==> src/rtl/rcpdm_pkg.sv <==
`timescale 1ns / 1ps

package rcpdm_pkg;

  localparam int PULSE_W        = 16;
  localparam int DB_W           = 7;
  localparam int LEVEL_W        = 8;
  localparam int CFG_IDX_W      = 2;
  localparam int TIMER_BITS_DEF = 16;

  localparam int AMP_SH   = 7;                   // gain of 128
  localparam int DIVD_W   = PULSE_W + AMP_SH;    // 128 * width
  localparam int GAIN_W   = 15;                  // gain never exceeds 16448
  localparam int RAW_W    = DIVD_W + 2;
  localparam int SCALED_W = 9;
  localparam int DRIVE_W  = 10;
  localparam int DUTY_W   = 8;
  localparam int MAG_W    = 8;
  localparam int ROT_W    = 7;

  localparam int OUT_MAX   = 255;
  localparam int SPAN      = 2 * OUT_MAX;
  localparam int DRIVE_PCT = 98;
  localparam int DRIVE_MAX = (DRIVE_PCT * OUT_MAX) / 100;
  localparam int TRACK     = 100;

  localparam logic signed [SCALED_W-1:0] SCALED_HI = SCALED_W'(OUT_MAX);
  localparam logic signed [SCALED_W-1:0] SCALED_LO = -SCALED_W'(OUT_MAX);
  localparam logic signed [RAW_W-1:0]    RAW_HI    = RAW_W'(OUT_MAX);
  localparam logic signed [RAW_W-1:0]    RAW_LO    = -RAW_W'(OUT_MAX);
  localparam logic signed [DRIVE_W-1:0]  DRV_HI    = DRIVE_W'(DRIVE_MAX);
  localparam logic signed [DRIVE_W-1:0]  DRV_LO    = -DRIVE_W'(DRIVE_MAX);

  typedef enum logic [CFG_IDX_W-1:0] {
    CFG_PULSE_MIN   = 2'd0,
    CFG_PULSE_MAX   = 2'd1,
    CFG_DEAD_BAND   = 2'd2,
    CFG_PIVOT_LEVEL = 2'd3
  } cfg_reg_t;

  typedef enum logic [1:0] {
    PH_RISE  = 2'd0,
    PH_FALL  = 2'd1,
    PH_STEER = 2'd2
  } edge_phase_t;

  typedef enum logic [3:0] {
    ST_IDLE,
    ST_GAIN,
    ST_GAIN_WAIT,
    ST_SCALE,
    ST_SCALE_WAIT,
    ST_RAW,
    ST_PICK,
    ST_MIX,
    ST_MIX_WAIT,
    ST_OUT
  } top_state_t;

  typedef struct packed {
    logic [DUTY_W-1:0] port_duty;
    logic              port_reverse;
    logic [DUTY_W-1:0] starboard_duty;
    logic              starboard_reverse;
    logic              relay_closed;
  } mix_res_t;

  // floor(x / 255), exact for x below 65280
  function automatic logic [15:0] div255(input logic [15:0] x);
    logic [16:0] acc;
    acc = 17'(x) + 17'(x >> 8) + 17'd1;
    return acc[16:1] >> 7;
  endfunction

  function automatic logic signed [SCALED_W-1:0] scale_pick(
    input logic                    lost,
    input logic                    above,
    input logic                    below,
    input logic                    gain_zero,
    input logic signed [RAW_W-1:0] raw,
    input logic [DB_W-1:0]         db
  );
    logic signed [SCALED_W-1:0] s;
    logic        [SCALED_W-1:0] m;
    if (raw > RAW_HI) begin
      s = SCALED_HI;
    end else if (raw < RAW_LO) begin
      s = SCALED_LO;
    end else begin
      s = raw[SCALED_W-1:0];
    end
    m = s[SCALED_W-1] ? SCALED_W'(-s) : SCALED_W'(s);
    if (lost) return '0;
    if (above) return SCALED_HI;
    if (below) return SCALED_LO;
    if (gain_zero) return '0;
    return (m > SCALED_W'(db)) ? s : '0;
  endfunction

  function automatic logic signed [SCALED_W-1:0] clamp_drive(
    input logic signed [DRIVE_W-1:0] v
  );
    if (v > DRV_HI) return SCALED_W'(DRV_HI);
    if (v < DRV_LO) return SCALED_W'(DRV_LO);
    return v[SCALED_W-1:0];
  endfunction

endpackage

==> src/rtl/rcpdm_div.sv <==
`timescale 1ns / 1ps

module rcpdm_div
  import rcpdm_pkg::*;
(
  input  logic              clk,
  input  logic              rst,
  input  logic              start,
  input  logic [DIVD_W-1:0] dividend,
  input  logic [GAIN_W-1:0] divisor,
  output logic              done,
  output logic [DIVD_W-1:0] quotient
);

  localparam int CNT_W = $clog2(DIVD_W);

  logic              busy;
  logic [CNT_W-1:0]  cnt;
  logic [GAIN_W-1:0] rem;
  logic [GAIN_W-1:0] dvs;
  logic [DIVD_W-1:0] quo;

  logic [GAIN_W:0]   rem_sh;
  logic [GAIN_W:0]   rem_sub;
  logic              qbit;
  logic [GAIN_W-1:0] rem_next;

  // restoring division, one quotient bit per cycle
  always_comb begin
    rem_sh   = {rem, quo[DIVD_W-1]};
    rem_sub  = rem_sh - {1'b0, dvs};
    qbit     = (rem_sh >= {1'b0, dvs});
    rem_next = qbit ? rem_sub[GAIN_W-1:0] : rem_sh[GAIN_W-1:0];
  end

  always_ff @(posedge clk) begin
    if (rst) begin
      busy <= 1'b0;
      done <= 1'b0;
    end else begin
      done <= 1'b0;
      if (start) begin
        busy <= 1'b1;
      end else if (busy && cnt == '0) begin
        busy <= 1'b0;
        done <= 1'b1;
      end
    end
  end

  always_ff @(posedge clk) begin
    if (start) begin
      rem <= '0;
      dvs <= divisor;
      quo <= dividend;
      cnt <= CNT_W'(DIVD_W - 1);
    end else if (busy) begin
      rem <= rem_next;
      quo <= {quo[DIVD_W-2:0], qbit};
      cnt <= cnt - 1'b1;
    end
  end

  assign quotient = quo;

endmodule

==> src/rtl/rcpdm_mix.sv <==
`timescale 1ns / 1ps

module rcpdm_mix
  import rcpdm_pkg::*;
(
  input  logic                       clk,
  input  logic                       rst,
  input  logic                       start,
  input  logic signed [SCALED_W-1:0] thrust,
  input  logic signed [SCALED_W-1:0] steer,
  input  logic [LEVEL_W-1:0]         level,
  output logic                       done,
  output mix_res_t                   res
);

  logic [4:0] vs;

  logic signed [SCALED_W-1:0] thr_r;
  logic signed [SCALED_W-1:0] str_r;
  logic              tneg;
  logic              sneg;
  logic [MAG_W-1:0]  tmag;
  logic [MAG_W-1:0]  smag;
  logic [MAG_W-1:0]  xmag;
  logic [MAG_W-1:0]  dmag;
  logic              dneg;
  logic [MAG_W-1:0]  ymag;
  logic [ROT_W-1:0]  rmag;
  logic              pivot_lock;

  logic [MAG_W-1:0]  in_tmag;
  logic [MAG_W-1:0]  in_smag;
  logic [15:0]       xq;
  logic [15:0]       dprod;
  logic [15:0]       yq;
  logic [13:0]       rprod;

  logic signed [SCALED_W-1:0] rot;
  logic signed [SCALED_W-1:0] port_v;
  logic signed [SCALED_W-1:0] stbd_v;
  logic                       use_mix;
  logic [SCALED_W-1:0]        port_m;
  logic [SCALED_W-1:0]        stbd_m;

  always_comb begin
    in_tmag = thrust[SCALED_W-1] ? MAG_W'(-thrust) : MAG_W'(thrust);
    in_smag = steer[SCALED_W-1] ? MAG_W'(-steer) : MAG_W'(steer);
    xq      = div255(16'({in_smag, {AMP_SH{1'b0}}}));
    dprod   = 16'(tmag) * 16'(xmag);
    yq      = div255(16'({dmag, {AMP_SH{1'b0}}}));
    rprod   = 14'(ymag) * 14'(TRACK);
  end

  always_comb begin
    rot     = dneg ? -SCALED_W'(rmag) : SCALED_W'(rmag);
    use_mix = (thr_r != '0) && !pivot_lock;
    if (use_mix) begin
      port_v = clamp_drive(DRIVE_W'(thr_r) - DRIVE_W'(rot));
      stbd_v = clamp_drive(DRIVE_W'(thr_r) + DRIVE_W'(rot));
    end else begin
      port_v = clamp_drive(DRIVE_W'(str_r));
      stbd_v = clamp_drive(-DRIVE_W'(str_r));
    end
    port_m = port_v[SCALED_W-1] ? SCALED_W'(-port_v) : SCALED_W'(port_v);
    stbd_m = stbd_v[SCALED_W-1] ? SCALED_W'(-stbd_v) : SCALED_W'(stbd_v);
  end

  always_ff @(posedge clk) begin
    if (rst) begin
      vs         <= '0;
      pivot_lock <= 1'b0;
    end else begin
      vs <= {vs[3:0], start};
      if (vs[3] && !use_mix) begin
        pivot_lock <= (smag > level);
      end
    end
  end

  always_ff @(posedge clk) begin
    if (start) begin
      thr_r <= thrust;
      str_r <= steer;
      tneg  <= thrust[SCALED_W-1];
      sneg  <= steer[SCALED_W-1];
      tmag  <= in_tmag;
      smag  <= in_smag;
      xmag  <= xq[MAG_W-1:0];
    end
    if (vs[0]) begin
      dmag <= dprod[AMP_SH +: MAG_W];
      dneg <= tneg ^ sneg;
    end
    if (vs[1]) begin
      ymag <= yq[MAG_W-1:0];
    end
    if (vs[2]) begin
      rmag <= rprod[AMP_SH +: ROT_W];
    end
    if (vs[3]) begin
      res.port_duty         <= port_m[DUTY_W-1:0];
      res.port_reverse      <= port_v[SCALED_W-1];
      res.starboard_duty    <= stbd_m[DUTY_W-1:0];
      res.starboard_reverse <= stbd_v[SCALED_W-1];
      res.relay_closed      <= (port_v != '0) || (stbd_v != '0);
    end
  end

  assign done = vs[4];

endmodule

==> src/rtl/rc_pulse_differential_drive_mixer.sv <==
`timescale 1ns / 1ps

// RC pulse differential drive mixer.
// Input channel (in_valid/in_ready): one item per capture event, op 0 for a
// timer edge with its timestamp, op 1 for a watchdog timeout. Edges run in
// frames of thrust rise, thrust fall, steer fall.
// Output channel (out_valid/out_ready): exactly one item per input item with
// port and starboard duty and direction, relay, idle lamp and signal lost.
// Config port (cfg_we/cfg_index/cfg_data): pulse_min, pulse_max, dead_band,
// pivot_lock_level. The user is bound to write them only while no item is in
// flight; the block itself does not enforce it.
// One item is in work at a time: no new item is accepted until the last one
// has loaded the output register. Its work is two passes of the bit-serial
// dividers (the gain, then three quotients in parallel lanes), then the
// ST_RAW and ST_PICK states to pick the scaled values, the five-stage mixer
// and ST_OUT to load the output register.
// The result sits in an output register, so the next item is accepted while
// a stalled result waits; the block stops only at the end of that next item.
// Reset restores the register defaults, restarts the frame and marks the
// signal lost; the pivot lock is released.

module rc_pulse_differential_drive_mixer
  import rcpdm_pkg::*;
#(
  parameter int TIMER_BITS = TIMER_BITS_DEF
) (
  input  logic                 clk,
  input  logic                 rst,
  input  logic                 cfg_we,
  input  logic [CFG_IDX_W-1:0] cfg_index,
  input  logic [PULSE_W-1:0]   cfg_data,
  input  logic                 in_valid,
  output logic                 in_ready,
  input  logic                 op,
  input  logic [PULSE_W-1:0]   timestamp,
  output logic                 out_valid,
  input  logic                 out_ready,
  output logic [DUTY_W-1:0]    port_duty,
  output logic                 port_reverse,
  output logic [DUTY_W-1:0]    starboard_duty,
  output logic                 starboard_reverse,
  output logic                 relay_closed,
  output logic                 idle_lamp,
  output logic                 signal_lost
);

  localparam int CMP_W = (TIMER_BITS > PULSE_W) ? TIMER_BITS : PULSE_W;

  logic [PULSE_W-1:0] pulse_min;
  logic [PULSE_W-1:0] pulse_max;
  logic [DB_W-1:0]    dead_band;
  logic [LEVEL_W-1:0] pivot_level;

  top_state_t  state;
  top_state_t  state_next;
  edge_phase_t edge_phase;

  logic [TIMER_BITS-1:0] rise_time;
  logic [TIMER_BITS-1:0] fall_time;
  logic [TIMER_BITS-1:0] thrust_width;
  logic [TIMER_BITS-1:0] steer_width;
  logic [TIMER_BITS-1:0] ts;
  logic                  lost;

  logic [GAIN_W-1:0]           gain;
  logic signed [RAW_W-1:0]     raw_thr;
  logic signed [RAW_W-1:0]     raw_str;
  logic                        thr_above, thr_below, str_above, str_below;
  logic signed [SCALED_W-1:0]  thrust;
  logic signed [SCALED_W-1:0]  steer;

  logic              accept;
  logic              div_start0;
  logic              div_start12;
  logic              mix_start;
  logic              out_load;
  logic [PULSE_W-1:0] span_diff;
  logic [DIVD_W-1:0] dvd0;
  logic [GAIN_W-1:0] dvs0;
  logic [DIVD_W-1:0] q_thr, q_str, q_min;
  logic              done_thr, done_str, done_min;
  logic              mix_done;
  mix_res_t          mix_res;

  assign accept    = in_valid && in_ready;
  assign ts        = TIMER_BITS'(timestamp);
  assign span_diff = pulse_max - pulse_min;
  assign dvd0      = (state == ST_GAIN) ? {span_diff, {AMP_SH{1'b0}}}
                                        : {PULSE_W'(thrust_width), {AMP_SH{1'b0}}};
  assign dvs0      = (state == ST_GAIN) ? GAIN_W'(SPAN) : gain;

  rcpdm_div u_div_thr (
    .clk      (clk),
    .rst      (rst),
    .start    (div_start0),
    .dividend (dvd0),
    .divisor  (dvs0),
    .done     (done_thr),
    .quotient (q_thr)
  );

  rcpdm_div u_div_str (
    .clk      (clk),
    .rst      (rst),
    .start    (div_start12),
    .dividend ({PULSE_W'(steer_width), {AMP_SH{1'b0}}}),
    .divisor  (gain),
    .done     (done_str),
    .quotient (q_str)
  );

  rcpdm_div u_div_min (
    .clk      (clk),
    .rst      (rst),
    .start    (div_start12),
    .dividend ({pulse_min, {AMP_SH{1'b0}}}),
    .divisor  (gain),
    .done     (done_min),
    .quotient (q_min)
  );

  rcpdm_mix u_mix (
    .clk    (clk),
    .rst    (rst),
    .start  (mix_start),
    .thrust (thrust),
    .steer  (steer),
    .level  (pivot_level),
    .done   (mix_done),
    .res    (mix_res)
  );

  always_ff @(posedge clk) begin
    if (rst) begin
      state <= ST_IDLE;
    end else begin
      state <= state_next;
    end
  end

  always_comb begin
    state_next  = state;
    in_ready    = 1'b0;
    div_start0  = 1'b0;
    div_start12 = 1'b0;
    mix_start   = 1'b0;
    out_load    = 1'b0;
    case (state)
      ST_IDLE: begin
        in_ready = 1'b1;
        if (in_valid) state_next = ST_GAIN;
      end
      ST_GAIN: begin
        div_start0 = 1'b1;
        state_next = ST_GAIN_WAIT;
      end
      ST_GAIN_WAIT: begin
        if (done_thr) state_next = ST_SCALE;
      end
      ST_SCALE: begin
        div_start0  = 1'b1;
        div_start12 = 1'b1;
        state_next  = ST_SCALE_WAIT;
      end
      ST_SCALE_WAIT: begin
        if (done_thr) state_next = ST_RAW;
      end
      ST_RAW: begin
        state_next = ST_PICK;
      end
      ST_PICK: begin
        state_next = ST_MIX;
      end
      ST_MIX: begin
        mix_start  = 1'b1;
        state_next = ST_MIX_WAIT;
      end
      ST_MIX_WAIT: begin
        if (mix_done) state_next = ST_OUT;
      end
      ST_OUT: begin
        if (!out_valid || out_ready) begin
          out_load   = 1'b1;
          state_next = ST_IDLE;
        end
      end
      default: begin
        state_next = ST_IDLE;
      end
    endcase
  end

  // config registers and frame tracking
  always_ff @(posedge clk) begin
    if (rst) begin
      pulse_min    <= PULSE_W'(14970);
      pulse_max    <= PULSE_W'(27530);
      dead_band    <= DB_W'(10);
      pivot_level  <= LEVEL_W'(15);
      edge_phase   <= PH_RISE;
      rise_time    <= '0;
      fall_time    <= '0;
      thrust_width <= '0;
      steer_width  <= '0;
      lost         <= 1'b1;
    end else begin
      if (cfg_we) begin
        case (cfg_index)
          CFG_PULSE_MIN:   pulse_min   <= cfg_data;
          CFG_PULSE_MAX:   pulse_max   <= cfg_data;
          CFG_DEAD_BAND:   dead_band   <= cfg_data[DB_W-1:0];
          CFG_PIVOT_LEVEL: pivot_level <= cfg_data[LEVEL_W-1:0];
          default: ;
        endcase
      end
      if (accept) begin
        if (op) begin
          lost       <= 1'b1;
          edge_phase <= PH_RISE;
        end else begin
          case (edge_phase)
            PH_FALL: begin
              fall_time    <= ts;
              thrust_width <= ts - rise_time;
              edge_phase   <= PH_STEER;
            end
            PH_STEER: begin
              steer_width <= ts - fall_time;
              edge_phase  <= PH_RISE;
              lost        <= 1'b0;
            end
            default: begin
              rise_time  <= ts;
              edge_phase <= PH_FALL;
            end
          endcase
        end
      end
    end
  end

  // scaling datapath
  always_ff @(posedge clk) begin
    if (state == ST_GAIN_WAIT && done_thr) begin
      gain <= q_thr[GAIN_W-1:0];
    end
    if (state == ST_RAW) begin
      raw_thr   <= RAW_W'(q_thr) - RAW_W'(q_min) - RAW_W'(OUT_MAX);
      raw_str   <= RAW_W'(q_str) - RAW_W'(q_min) - RAW_W'(OUT_MAX);
      thr_above <= CMP_W'(thrust_width) > CMP_W'(pulse_max);
      thr_below <= CMP_W'(thrust_width) < CMP_W'(pulse_min);
      str_above <= CMP_W'(steer_width) > CMP_W'(pulse_max);
      str_below <= CMP_W'(steer_width) < CMP_W'(pulse_min);
    end
    if (state == ST_PICK) begin
      thrust <= scale_pick(lost, thr_above, thr_below, gain == '0, raw_thr, dead_band);
      steer  <= scale_pick(lost, str_above, str_below, gain == '0, raw_str, dead_band);
    end
  end

  // output register
  always_ff @(posedge clk) begin
    if (rst) begin
      out_valid <= 1'b0;
    end else if (out_load) begin
      out_valid <= 1'b1;
    end else if (out_ready) begin
      out_valid <= 1'b0;
    end
  end

  always_ff @(posedge clk) begin
    if (out_load) begin
      port_duty         <= mix_res.port_duty;
      port_reverse      <= mix_res.port_reverse;
      starboard_duty    <= mix_res.starboard_duty;
      starboard_reverse <= mix_res.starboard_reverse;
      relay_closed      <= mix_res.relay_closed;
      idle_lamp         <= !mix_res.relay_closed;
      signal_lost       <= lost;
    end
  end

  a_accept_starts: assert property (@(posedge clk) disable iff (rst)
    accept |=> state == ST_GAIN)
    else $error("accepted item did not start the gain pass");

  a_lanes_in_step: assert property (@(posedge clk) disable iff (rst)
    (done_str == done_min) && (!done_str || done_thr))
    else $error("divider lanes out of step");

  a_div_done_wait: assert property (@(posedge clk) disable iff (rst)
    done_thr |-> (state == ST_GAIN_WAIT || state == ST_SCALE_WAIT))
    else $error("divider finished outside a wait state");

  a_mix_done_wait: assert property (@(posedge clk) disable iff (rst)
    mix_done |-> state == ST_MIX_WAIT)
    else $error("mixer finished outside its wait state");

  a_lamp_relay: assert property (@(posedge clk) disable iff (rst)
    out_valid |-> (relay_closed != idle_lamp) &&
                  (relay_closed == (port_duty != '0 || starboard_duty != '0)))
    else $error("relay and lamp disagree with the drives");

endmodule

==> config.mk <==
export PLATFORM = sky130hd
export DESIGN_NAME = rc_pulse_differential_drive_mixer
export DESIGN_NICKNAME = d
export VERILOG_FILES = /design/src/rtl/rcpdm_pkg.sv /design/src/rtl/rcpdm_div.sv /design/src/rtl/rcpdm_mix.sv /design/src/rtl/rc_pulse_differential_drive_mixer.sv
export SDC_FILE = /design/constraint.sdc
export NUM_CORES = 1
export LEC_CHECK = 0
export BUFFER_PORTS_ARGS = -buffer_cell sky130_fd_sc_hd__clkbuf_2
export CAP_MARGIN = 20
export CELL_PAD_IN_SITES_DETAIL_PLACEMENT = 0
export CELL_PAD_IN_SITES_GLOBAL_PLACEMENT = 1
export CORE_ASPECT_RATIO = 1.5
export CORE_MARGIN = 3
export CORE_UTILIZATION = 50
export DETAILED_ROUTE_END_ITERATION = 10
export PLACE_DENSITY = 0.91
export SYNTH_ARGS = -nofsm -noshare
export SYNTH_HDL_FRONTEND = slang
export SYNTH_SLANG_ARGS = --single-unit
==> constraint.sdc <==
create_clock -name clk -period 6.3 [get_ports clk]
set_input_delay 0.315 -clock clk [delete_from_list [all_inputs] [get_ports clk]]
set_output_delay 0.315 -clock clk [all_outputs]
set_load 0.02 [all_outputs]
==> flow_summary.yaml, run 1 <==
status:
  status: "complete, no violations"
worst_setup_path:
  cp.required_ns: 6.63
  cpMostUsedCell: "o21a_1"
  slowest_delay_ns: 0.49
  path_cells: "or3_1 -> or3_1 -> or3_1 -> o21ai_1 -> nand2_1 -> nand2_1 -> nor2_1 -> ha_1 -> nand2b_1 -> o21ai_0 -> a21oi_1 -> ha_1 -> o21a_1 -> o21a_1 -> o21a_1 -> o21a_1 -> o21a_1 -> o22ai_1 -> a21boi_0 -> nand2_1 -> o21ai_0"
  crit_path_start_kind: "flip-flop"
  crit_fanout: 10
  cp.arrival_ns: 5.52
  path_class: "reg -> reg"
  worstSetupEndpointType: "flip-flop"
  crit_slowest_cell: "o21ai_1"
place:
  dp_slack_ns: 1.16
  place.gp.congestion: 0.946
  dp_hpwl_um: 62000
  dpl_cell_area_um2: 33200
  port_buffers: 62
clocking:
  clockBufferDepth: 3
  cts.sinks: 479
  post_cts_buffers: 0
  htree_levels: 2
  clk_latency_ns: 0.61
  clkTransAtPathRegs_ns: 0.06
  cts_made_buffers: 49
  cts-root-buf: "clkbuf_16"
  cts_tree: "done"
drt:
  drt_pre_antenna_iters: 7
  drt-total-wl_um: 80100
  drt_iter0_drc: 1356
  ant_nets: 0
  vias: 25400
  post-route-drc-count: 0
  vias_per_cell: 5.75
  wl_per_cell_um: 18.2
power:
  power_mw: 11.2
  p_leak_nw: 14.4
  vdd_drop_max_v: 0.000222
  power.density_nw_per_um2: 318
logic_synthesis:
  yosys_warnings: 0
  yosys-top-cells-area: "edfxtp_1, dfxtp_1, ha_1, a21oi_1, nand2_1"
  ys_seq_area_share_pct: 38.5
  ys_top_cells_by_count: "nand2_1, ha_1, a21oi_1"
  synth.distinct_cells: 94
  synthCells: 3521
  syn_area_per_cell_um2: 9.11
  yosysTopAreaCellShare_pct: 25.8
  synth_most_common_cell: "nand2_1"
  synth_enable_flop_cells: 276
  syn_area_um2: 32100
  ys_ff_latch: 479
  synth_flop_cell: "edfxtp_1"
  async_flop_share_pct: 0
  syn-num-nets: 3920
  synth.largest_area_cell: "edfxtp_1"
timing:
  period_share_pct: 82.3
  rsz0062_at_grt: "false"
  max_freq_mhz: 193
  finalSetupTns_ns: 0
  drv_slew: 0
  period_needed_ns: 5.18
  slew_headroom_pct: 29.8
  hold_viol_final: 0
  setup_violations: 0
  fin_ws_ns: 1.12
  worst_pin_slew_ns: 1.05
  fin_worst_skew_ns: 0.0306
floorplan:
  fp.dieH_um: 316
  fp.dieW_um: 213
  start_util_pct: 50.5
  num_rows: 113
  ios: 63
  dieArea_um2: 67300
  core_um2: 63500
final_layout:
  fin_area_um2: 35100
  num-nets-final: 3959
  area_growth_pct: 9.40
  drive_gt1_share_pct: 6.39
  diodes: 0
  fin_util_pct: 55.3
global_route:
  grt_pass1_vias: 25000
  grt.overflow.total: 0
  antenna_found_initial: 0
  grt_start_max_net_pins: 75
  track_usage_pct: 23.8
  grt_first_pass_wirelength_um: 128000
worst_hold_path:
  worstHoldPathType: "in -> reg"
run:
  max-cap-violations: 0
timing repair:
item / in CTS / in global routing
hold buffers: 18 / 0
gates resized for setup: 0 / 0
endpoints found under the hold margin: 34 / 0
through the flow:
stage,hold WS [ns],cells
floorplan,0.400,3521
global placement,0.402,4291
detailed placement,0.405,4294
CTS,0.000296,4404
global route,0.0281,4406
finish,0.0279,4406
final timing paths:
check	from	end	slack (ns)	depth (start not counted)
hold reg to reg	u_mix.res[12]$_DFFE_PP_	port_duty[1]$_DFFE_PP_	0.42	0
setup / recovery	raw_thr[2]$_DFFE_PP_	thrust[4]$_SDFFCE_PP0P_	1.12	21
setup reg to reg	raw_thr[2]$_DFFE_PP_	thrust[4]$_SDFFCE_PP0P_	1.12	21
hold / removal	timestamp[12]	fall_time[12]$_SDFFE_PP0P_	0.03	3
placed cells by master, fill, tap and decap left out, types with 11 or more instances in the layout:
master,instances
nand2_1,370
buf_4,21
inv_1,290
a31oi_1,30
nand2b_1,59
dlygate4sd3_1,18
nand3_1,89
xnor2_1,131
dfxtp_1,201
nor2b_1,61
a21o_1,64
a21boi_0,16
clkbuf_16,53
a211oi_1,37
or3_1,34
nand4_1,42
and3_1,25
o211ai_1,15
o21a_1,36
fa_1,47
and2_1,61
o21ai_0,172
clkinv_2,11
mux2i_1,26
clkbuf_2,61
or2_2,22
nor4_1,33
o31ai_1,17
xor2_1,81
a21oi_1,296
edfxtp_1,276
o21bai_1,13
ha_1,312
nor3_1,71
a211o_1,26
nand3b_1,17
nor2_1,250
state kept, by name, summed over array words and instances, names as in the netlist, 15 cells and up:
| register | flops |
|---|---|
| raw_str | 25 |
| raw_thr | 25 |
| u_div_min.quotient | 23 |
| u_div_str.quotient | 23 |
| u_div_thr.quotient | 23 |
| u_mix.res | 19 |
| fall_time | 16 |
| pulse_max | 16 |
| pulse_min | 16 |
| rise_time | 16 |
| steer_width | 16 |
| thrust_width | 16 |
| gain | 15 |
| u_div_min.dvs | 15 |
| u_div_min.rem | 15 |
| u_div_str.rem | 15 |
| u_div_thr.dvs | 15 |
| u_div_thr.rem | 15 |
layer usage:
layer / wire (µm) / up-vias / share of wire (%) / global-route usage (%)
met4: 4720 / 0 / 5.9 / 12.6
met2: 43000 / 588 / 54 / 46.1
met3: 3030 / 205 / 3.8 / 2.63
li1: - / 12600 / - / -
met5: 0 / - / 0 / 0
met1: 29400 / 11900 / 37 / 25.0
logic make-up after synthesis:
group                      synth area share (%)
adders and majority gates                  15.3
muxes                                     0.882
xor gates and xnor gates                   5.79
AOI/OAI and AO/OA                          16.5
DFF                                        38.5
and+or+nand+nor                            18.2
buffers and inverters                      4.82
power breakdown:
group / switching (mW) / total [mW] / internal [mW]
registers: 0.290 / 4.08 / 3.79
clock network: 1.28 / 3.09 / 1.81
logic: 2.34 / 3.99 / 1.66
total: 3.91 / 11.2 / 7.25
worst max-delay path, delay by kind of cell (launching register included):
family                     cells  cell delay [ns]
AOI/OAI and AO/OA             11             1.90
adders and majority gates      2             0.54
DFF                            1             0.45
and+or+nand+nor                8             2.03
layout make-up:
cell class                      count  area [µm²]
Multi-Input combinational cell   2634       18200
Clock buffer                       63        1380
Inverter                          291        1090
Sequential cell                   479       12400
Timing Repair Buffer              105         728
Tap cell                          805        1010
Fill cell                        5680       28400
Clock inverter                     29         317
No activity file was read; power rests on OpenSTA's default activity.
==> run 2: changes to the inputs <==
CORE_UTILIZATION = 45   (was 50)
PLACE_DENSITY = 0.87   (was 0.91)
clock period = 4.7 ns   (was 6.3 ns; I/O delays follow)
==> run 2 against run 1 <==
Net effect: sequential cell count stayed put; via count is 0.12% higher; sequential share of layout area is 0.51 points lower; design area is 1.5% higher.
==> flow_summary.yaml, run 2 (same netlist as run 1, synthesis figures left out) <==
status:
  status: "complete, no violations"
global_route:
  grt_first_pass_wirelength_um: 133000
  grt_pass1_vias: 25300
  grt.overflow.total: 0
  grtUsageMet2_pct: 43.2
  grtUsageMet3_pct: 2.65
  antenna_found_initial: 3
  track_usage_pct: 22.1
  globalRoute.busiestLayer: "met2"
  grt_start_max_net_pins: 90
  grtUsageMet1_pct: 22.5
clocking:
  cts_made_buffers: 48
  clk_latency_ns: 0.61
  cts.sinks: 479
  clockBufferDepth: 3
  cts_tree: "done"
  clkTransAtPathRegs_ns: 0.07
  htree_levels: 2
  cts-root-buf: "clkbuf_16"
worst_setup_path:
  slowest_delay_ns: 0.56
  cp.required_ns: 5.04
  ff2ff_path_depth: 16
  path_cells: "buf_6 -> and2_4 -> fa_1 -> ha_4 -> inv_2 -> fa_1 -> fa_1 -> inv_2 -> ha_4 -> a21oi_4 -> nor2b_4 -> o21a_1 -> o21a_1 -> o41a_1 -> and4_1 -> or3_1"
  crit_fanout: 5
  crit_slowest_cell: "fa_1"
  rrSetupSlack_ns: 0.04
  crit_family: "adder cells"
  crit_path_start_kind: "flip-flop"
  path_class: "reg -> reg"
  regToRegStartpoint: "u_mix.xmag[2]$_DFFE_PP_"
  rr_endpoint: "u_mix.dmag[7]$_DFFE_PP_"
  crit_buf_inv: 3
  cpMostUsedCell: "fa_1"
  cp.arrival_ns: 5.00
  worstSetupEndpointType: "flip-flop"
floorplan:
  core_um2: 70400
  num_rows: 119
  fp.dieW_um: 224
  dieArea_um2: 74600
  start_util_pct: 45.5
  ios: 63
  fp.dieH_um: 333
final_layout:
  seqCellArea_um2: 12400
  fill_cells: 6550
  fin_area_um2: 35600
  layout_common_cells: "nand2_1, ha_1, a21oi_1"
  largestRegisters: "raw_str: 25 flops, raw_thr: 25 flops"
  final_common_cell: "nand2_1"
  area_growth_pct: 11.0
  num-nets-final: 4016
  fin_util_pct: 50.5
  drive_gt1_share_pct: 7.82
  multiInputGateArea_um2: 18300
  fin_cells: 4567
worst_hold_path:
  hp-start: "cfg_data[0]"
  min_path_cells: 3
  hold_end: "pulse_min[0]$_SDFFE_PP0P_"
  worstHoldPathType: "in -> reg"
power:
  p_comb_share_pct: 36.7
  p_clk_share_pct: 26.0
  vdd_drop_max_v: 0.000307
  p_seq_share_pct: 37.4
  power.density_nw_per_um2: 411
  p_sw_mw: 5.23
  power_mw: 14.6
  p_int_mw: 9.42
  p_leak_nw: 14.6
  switching_share_pct: 35.7
timing:
  fin_worst_skew_ns: 0.0196
  slew_headroom_pct: 33.1
  finalSetupTns_ns: 0
  period_needed_ns: 4.66
  worst_pin_slew_ns: 0.994
  hold_viol_final: 0
  period_share_pct: 99.2
  fin_ws_ns: 0.0356
  drv_slew: 0
  rsz0062_at_grt: "true"
  setup_violations: 0
  max_freq_mhz: 214
  whs_ns: 0.0402
drt:
  vias: 25400
  post-route-drc-count: 0
  drt_pre_antenna_iters: 6
  ant_nets: 0
  vias_per_cell: 5.56
  drt_iter0_drc: 1197
  wl_per_cell_um: 18.1
  drt-total-wl_um: 82800
place:
  dp.cells: 4435
  dp_slack_ns: -0.104
  dp_hpwl_um: 64800
  dpl_cell_area_um2: 33600
  port_buffers: 62
  place.gp.congestion: 0.886
run:
  max-cap-violations: 0
## run 2: cell types whose count changed in the layout (fill, tap and decap cells not counted), sizes merged
cell and delta:
clkinvlp -3, bufinv -4, clkinv -4, clkbuf +8
diode +4, buf +47, dlygate4sd3 +12, dlymetal6s2s -1
## run 2: routing by layer
layer | wire [µm] | part of all wire (%) | vias to the layer above
met1 | 30400 | 37 | 12000
met2 | 45000 | 54 | 473
li1 | - | - | 12800
met3 | 2610 | 3.2 | 194
met5 | 0 | 0 | -
met4 | 4810 | 5.8 | 0
## run 2: final cells by class
class | instances | area share (%)
antenna | 4 | 0.0281
clock buffer | 71 | 3.82
clock inverter | 18 | 0.460
inverter | 291 | 3.07
multi-input combinational | 2634 | 51.4
sequential | 479 | 34.7
tap | 907 | 3.19
timing repair buffer | 163 | 3.31
## run 2: worst max path at each step
stage / end / slack, ns / depth (start not counted) / start
2_1_floorplan: u_mix.dmag[7]$_DFFE_PP_ / 0.01 / 15 / u_mix.tmag[2]$_DFFE_PP_
3_3_place_gp: u_mix.dmag[7]$_DFFE_PP_ / -0.04 / 15 / u_mix.tmag[2]$_DFFE_PP_
3_5_place_dp: u_mix.dmag[7]$_DFFE_PP_ / -0.10 / 14 / u_mix.tmag[2]$_DFFE_PP_
4_1_cts: u_mix.dmag[7]$_DFFE_PP_ / 0.02 / 15 / u_mix.tmag[2]$_DFFE_PP_
5_1_grt: u_mix.dmag[7]$_DFFE_PP_ / -0.11 / 16 / u_mix.xmag[2]$_DFFE_PP_
6_report: u_mix.dmag[7]$_DFFE_PP_ / 0.04 / 16 / u_mix.xmag[2]$_DFFE_PP_
## run 2: timing repair
action                                  CTS  global route
hold buffers                             30             0
setup buffers                             2             6
pin swaps                                 8            15
hold endpoints to repair                 63             0
endpoints found under the setup margin    1            16
resized for setup                         1            26
## run 2: power groups by stage
stage / Clock (mW) / Sequential, mW / Combinational, mW
after floorplan: 0 / 5.38 / 4.22
after global placement: 0 / 5.55 / 5.24
after detailed placement: 0 / 5.56 / 5.32
after CTS: 3.90 / 5.47 / 5.37
after global routing: 4.06 / 5.52 / 6.06
final: 3.80 / 5.48 / 5.37
## run 2: worst reg2reg max path: cells and delay by family (launching register included)
kind | cells | cell delay (ns)
compound gates | 4 | 0.93
fa+ha+maj | 5 | 2.07
buf+inv | 3 | 0.25
flops | 1 | 0.46
simple gates | 4 | 0.72
==> run 3: changes to the inputs <==
CORE_MARGIN = default   (was 3)
CORE_UTILIZATION = 46   (was 45)
CTS_BUF_LIST = sky130_fd_sc_hd__clkbuf_4   (was default)
PLACE_DENSITY = 0.88   (was 0.87)
==> run 3 against run 2 <==
Net effect: non-clock buffer count is 14 higher; sequential power is 0.7% higher; fmax is 3.7% higher; highest routed layer unchanged.
==> flow_summary.yaml, run 3 (same netlist as run 1, synthesis figures left out) <==
clocking:
  clk_latency_ns: 0.97
  htree_levels: 3
  cts_made_buffers: 117
  clkTransAtPathRegs_ns: 0.08
  clockBufferDepth: 3
  cts_tree: "done"
  cts-root-buf: "clkbuf_4"
  cts.sinks: 479
timing:
  drv_slew: 0
  period_needed_ns: 4.50
  fin_worst_skew_ns: 0.0713
  max_freq_mhz: 222
  period_share_pct: 95.7
  fin_ws_ns: 0.204
  hold_viol_final: 0
  whs_ns: 0.0934
  rsz0062_at_grt: "false"
  worst_pin_slew_ns: 1.09
  slew_headroom_pct: 27.0
  setup_violations: 0
  finalSetupTns_ns: 0
global_route:
  grt_pass1_vias: 26100
  grtUsageMet3_pct: 3.38
  grt_first_pass_wirelength_um: 133000
  grtUsageMet1_pct: 22.0
  track_usage_pct: 23.9
  antenna_found_initial: 1
  globalRoute.busiestLayer: "met2"
  grt_start_max_net_pins: 104
  grt.overflow.total: 0
  grtUsageMet2_pct: 46.4
final_layout:
  fin_cells: 4702
  largestRegisters: "raw_str: 25 flops, raw_thr: 25 flops"
  final_common_cell: "nand2_1"
  fin_util_pct: 51.8
  area_growth_pct: 11.4
  fill_cells: 6419
  num-nets-final: 4099
  drive_gt1_share_pct: 10.2
  layout_common_cells: "nand2_1, ha_1, a21oi_1"
drt:
  wl_per_cell_um: 18.0
  drt_pre_antenna_iters: 5
  vias_per_cell: 5.55
  post-route-drc-count: 0
  ant_nets: 0
  vias: 26100
  drt-total-wl_um: 84700
  drt_iter0_drc: 1033
place:
  dp_slack_ns: -0.114
  dp.cells: 4424
  port_buffers: 62
  dp_hpwl_um: 65600
  place.gp.congestion: 0.931
worst_setup_path:
  worstSetupStartpoint: "u_mix.tmag[1]$_DFFE_PP_"
  cp.arrival_ns: 5.22
  cp.required_ns: 5.43
  endpoint: "u_mix.dmag[7]$_DFFE_PP_"
  ff2ff_path_depth: 14
  crit_path_start_kind: "flip-flop"
  rr_endpoint: "u_mix.dmag[7]$_DFFE_PP_"
  regToRegStartpoint: "u_mix.tmag[1]$_DFFE_PP_"
  path_class: "reg -> reg"
  rrSetupSlack_ns: 0.20
  worstSetupEndpointType: "flip-flop"
  crit_fanout: 5
floorplan:
  num_rows: 118
  fp.dieW_um: 218
  core_um2: 68900
  ios: 63
  start_util_pct: 46.5
  fp.dieH_um: 325
  dieArea_um2: 70800
power:
  p_leak_nw: 14.8
  power.density_nw_per_um2: 406
  vdd_drop_max_v: 0.000193
worst_hold_path:
  worstHoldPathType: "in -> reg"
status:
  status: "complete, no violations"
run:
  max-cap-violations: 0
run 3: how the worst min path moves through the flow:
| stage | depth (start not counted) | start | slack (ns) | endpoint |
|---|---|---|---|---|
| 2_1_floorplan | 1 | cfg_data[1] | 0.35 | pivot_level[1]$_SDFFE_PP1P_ |
| 3_3_place_gp | 0 | u_mix.res[5]$_DFFE_PP_ | 0.40 | starboard_duty[3]$_DFFE_PP_ |
| 3_5_place_dp | 0 | u_mix.res[9]$_DFFE_PP_ | 0.41 | starboard_duty[7]$_DFFE_PP_ |
| 4_1_cts | 4 | cfg_data[14] | 0.007 | pulse_min[14]$_SDFFE_PP0P_ |
| 5_1_grt | 3 | cfg_data[9] | 0.08 | pulse_min[9]$_SDFFE_PP1P_ |
| 6_report | 4 | cfg_data[14] | 0.09 | pulse_min[14]$_SDFFE_PP0P_ |
run 3: per-layer routing:
metal / up-vias / share of wire, %
met5: - / 0
met4: 0 / 7.6
met3: 281 / 3.4
met2: 574 / 54
met1: 12300 / 34
li1: 13000 / -
run 3: worst max-delay path, cell delays in order (launching register included):
cell and delay [ns]:
edfxtp_1 0.47, buf_6 0.16, nand2_2 0.07, fa_1 0.44
fa_1 0.53, inv_2 0.04, fa_1 0.50, fa_1 0.49
ha_1 0.30, nor2b_4 0.13, o21a_1 0.18, o21a_1 0.18
o41a_1 0.33, and4_1 0.15, or3_1 0.29
run 3: per-stage QoR:
stage                     cell area (µm²)  total power, mW
after floorplan                     32100             9.61
after global placement              33500             10.9
after global routing                35700             15.5
after CTS                           35600             14.7
final                               35700             14.5
after detailed placement            33500             10.9
run 3: layout make-up:
| class | count | area, µm² | area share, % |
|---|---|---|---|
| timing repair buffer | 177 | 1320 | 3.69 |
| clock buffer | 158 | 1190 | 3.32 |
| multi-input combinational | 2634 | 18300 | 51.2 |
| clock inverter | 61 | 360 | 1.01 |
| antenna | 2 | 5.00 | 0.0140 |
| sequential | 479 | 12400 | 34.6 |
| tap | 900 | 1130 | 3.15 |
| inverter | 291 | 1090 | 3.06 |
run 3: repair_timing:
item | 4_1_cts | 5_1_grt
setup endpoints to repair | 1 | 17
setup buffers | 4 | 2
pin swaps | 5 | 21
endpoints found under the hold margin | 119 | 0
hold buffers | 51 | 0
gates resized for setup | 0 | 24
run 3: where the power goes:
part           internal [mW]  total, mW  leakage [nW]  switching [mW]
clock network           1.80       3.61         0.901            1.81
registers               5.07       5.52          4.16           0.447
logic                   2.24       5.40          9.71            3.16
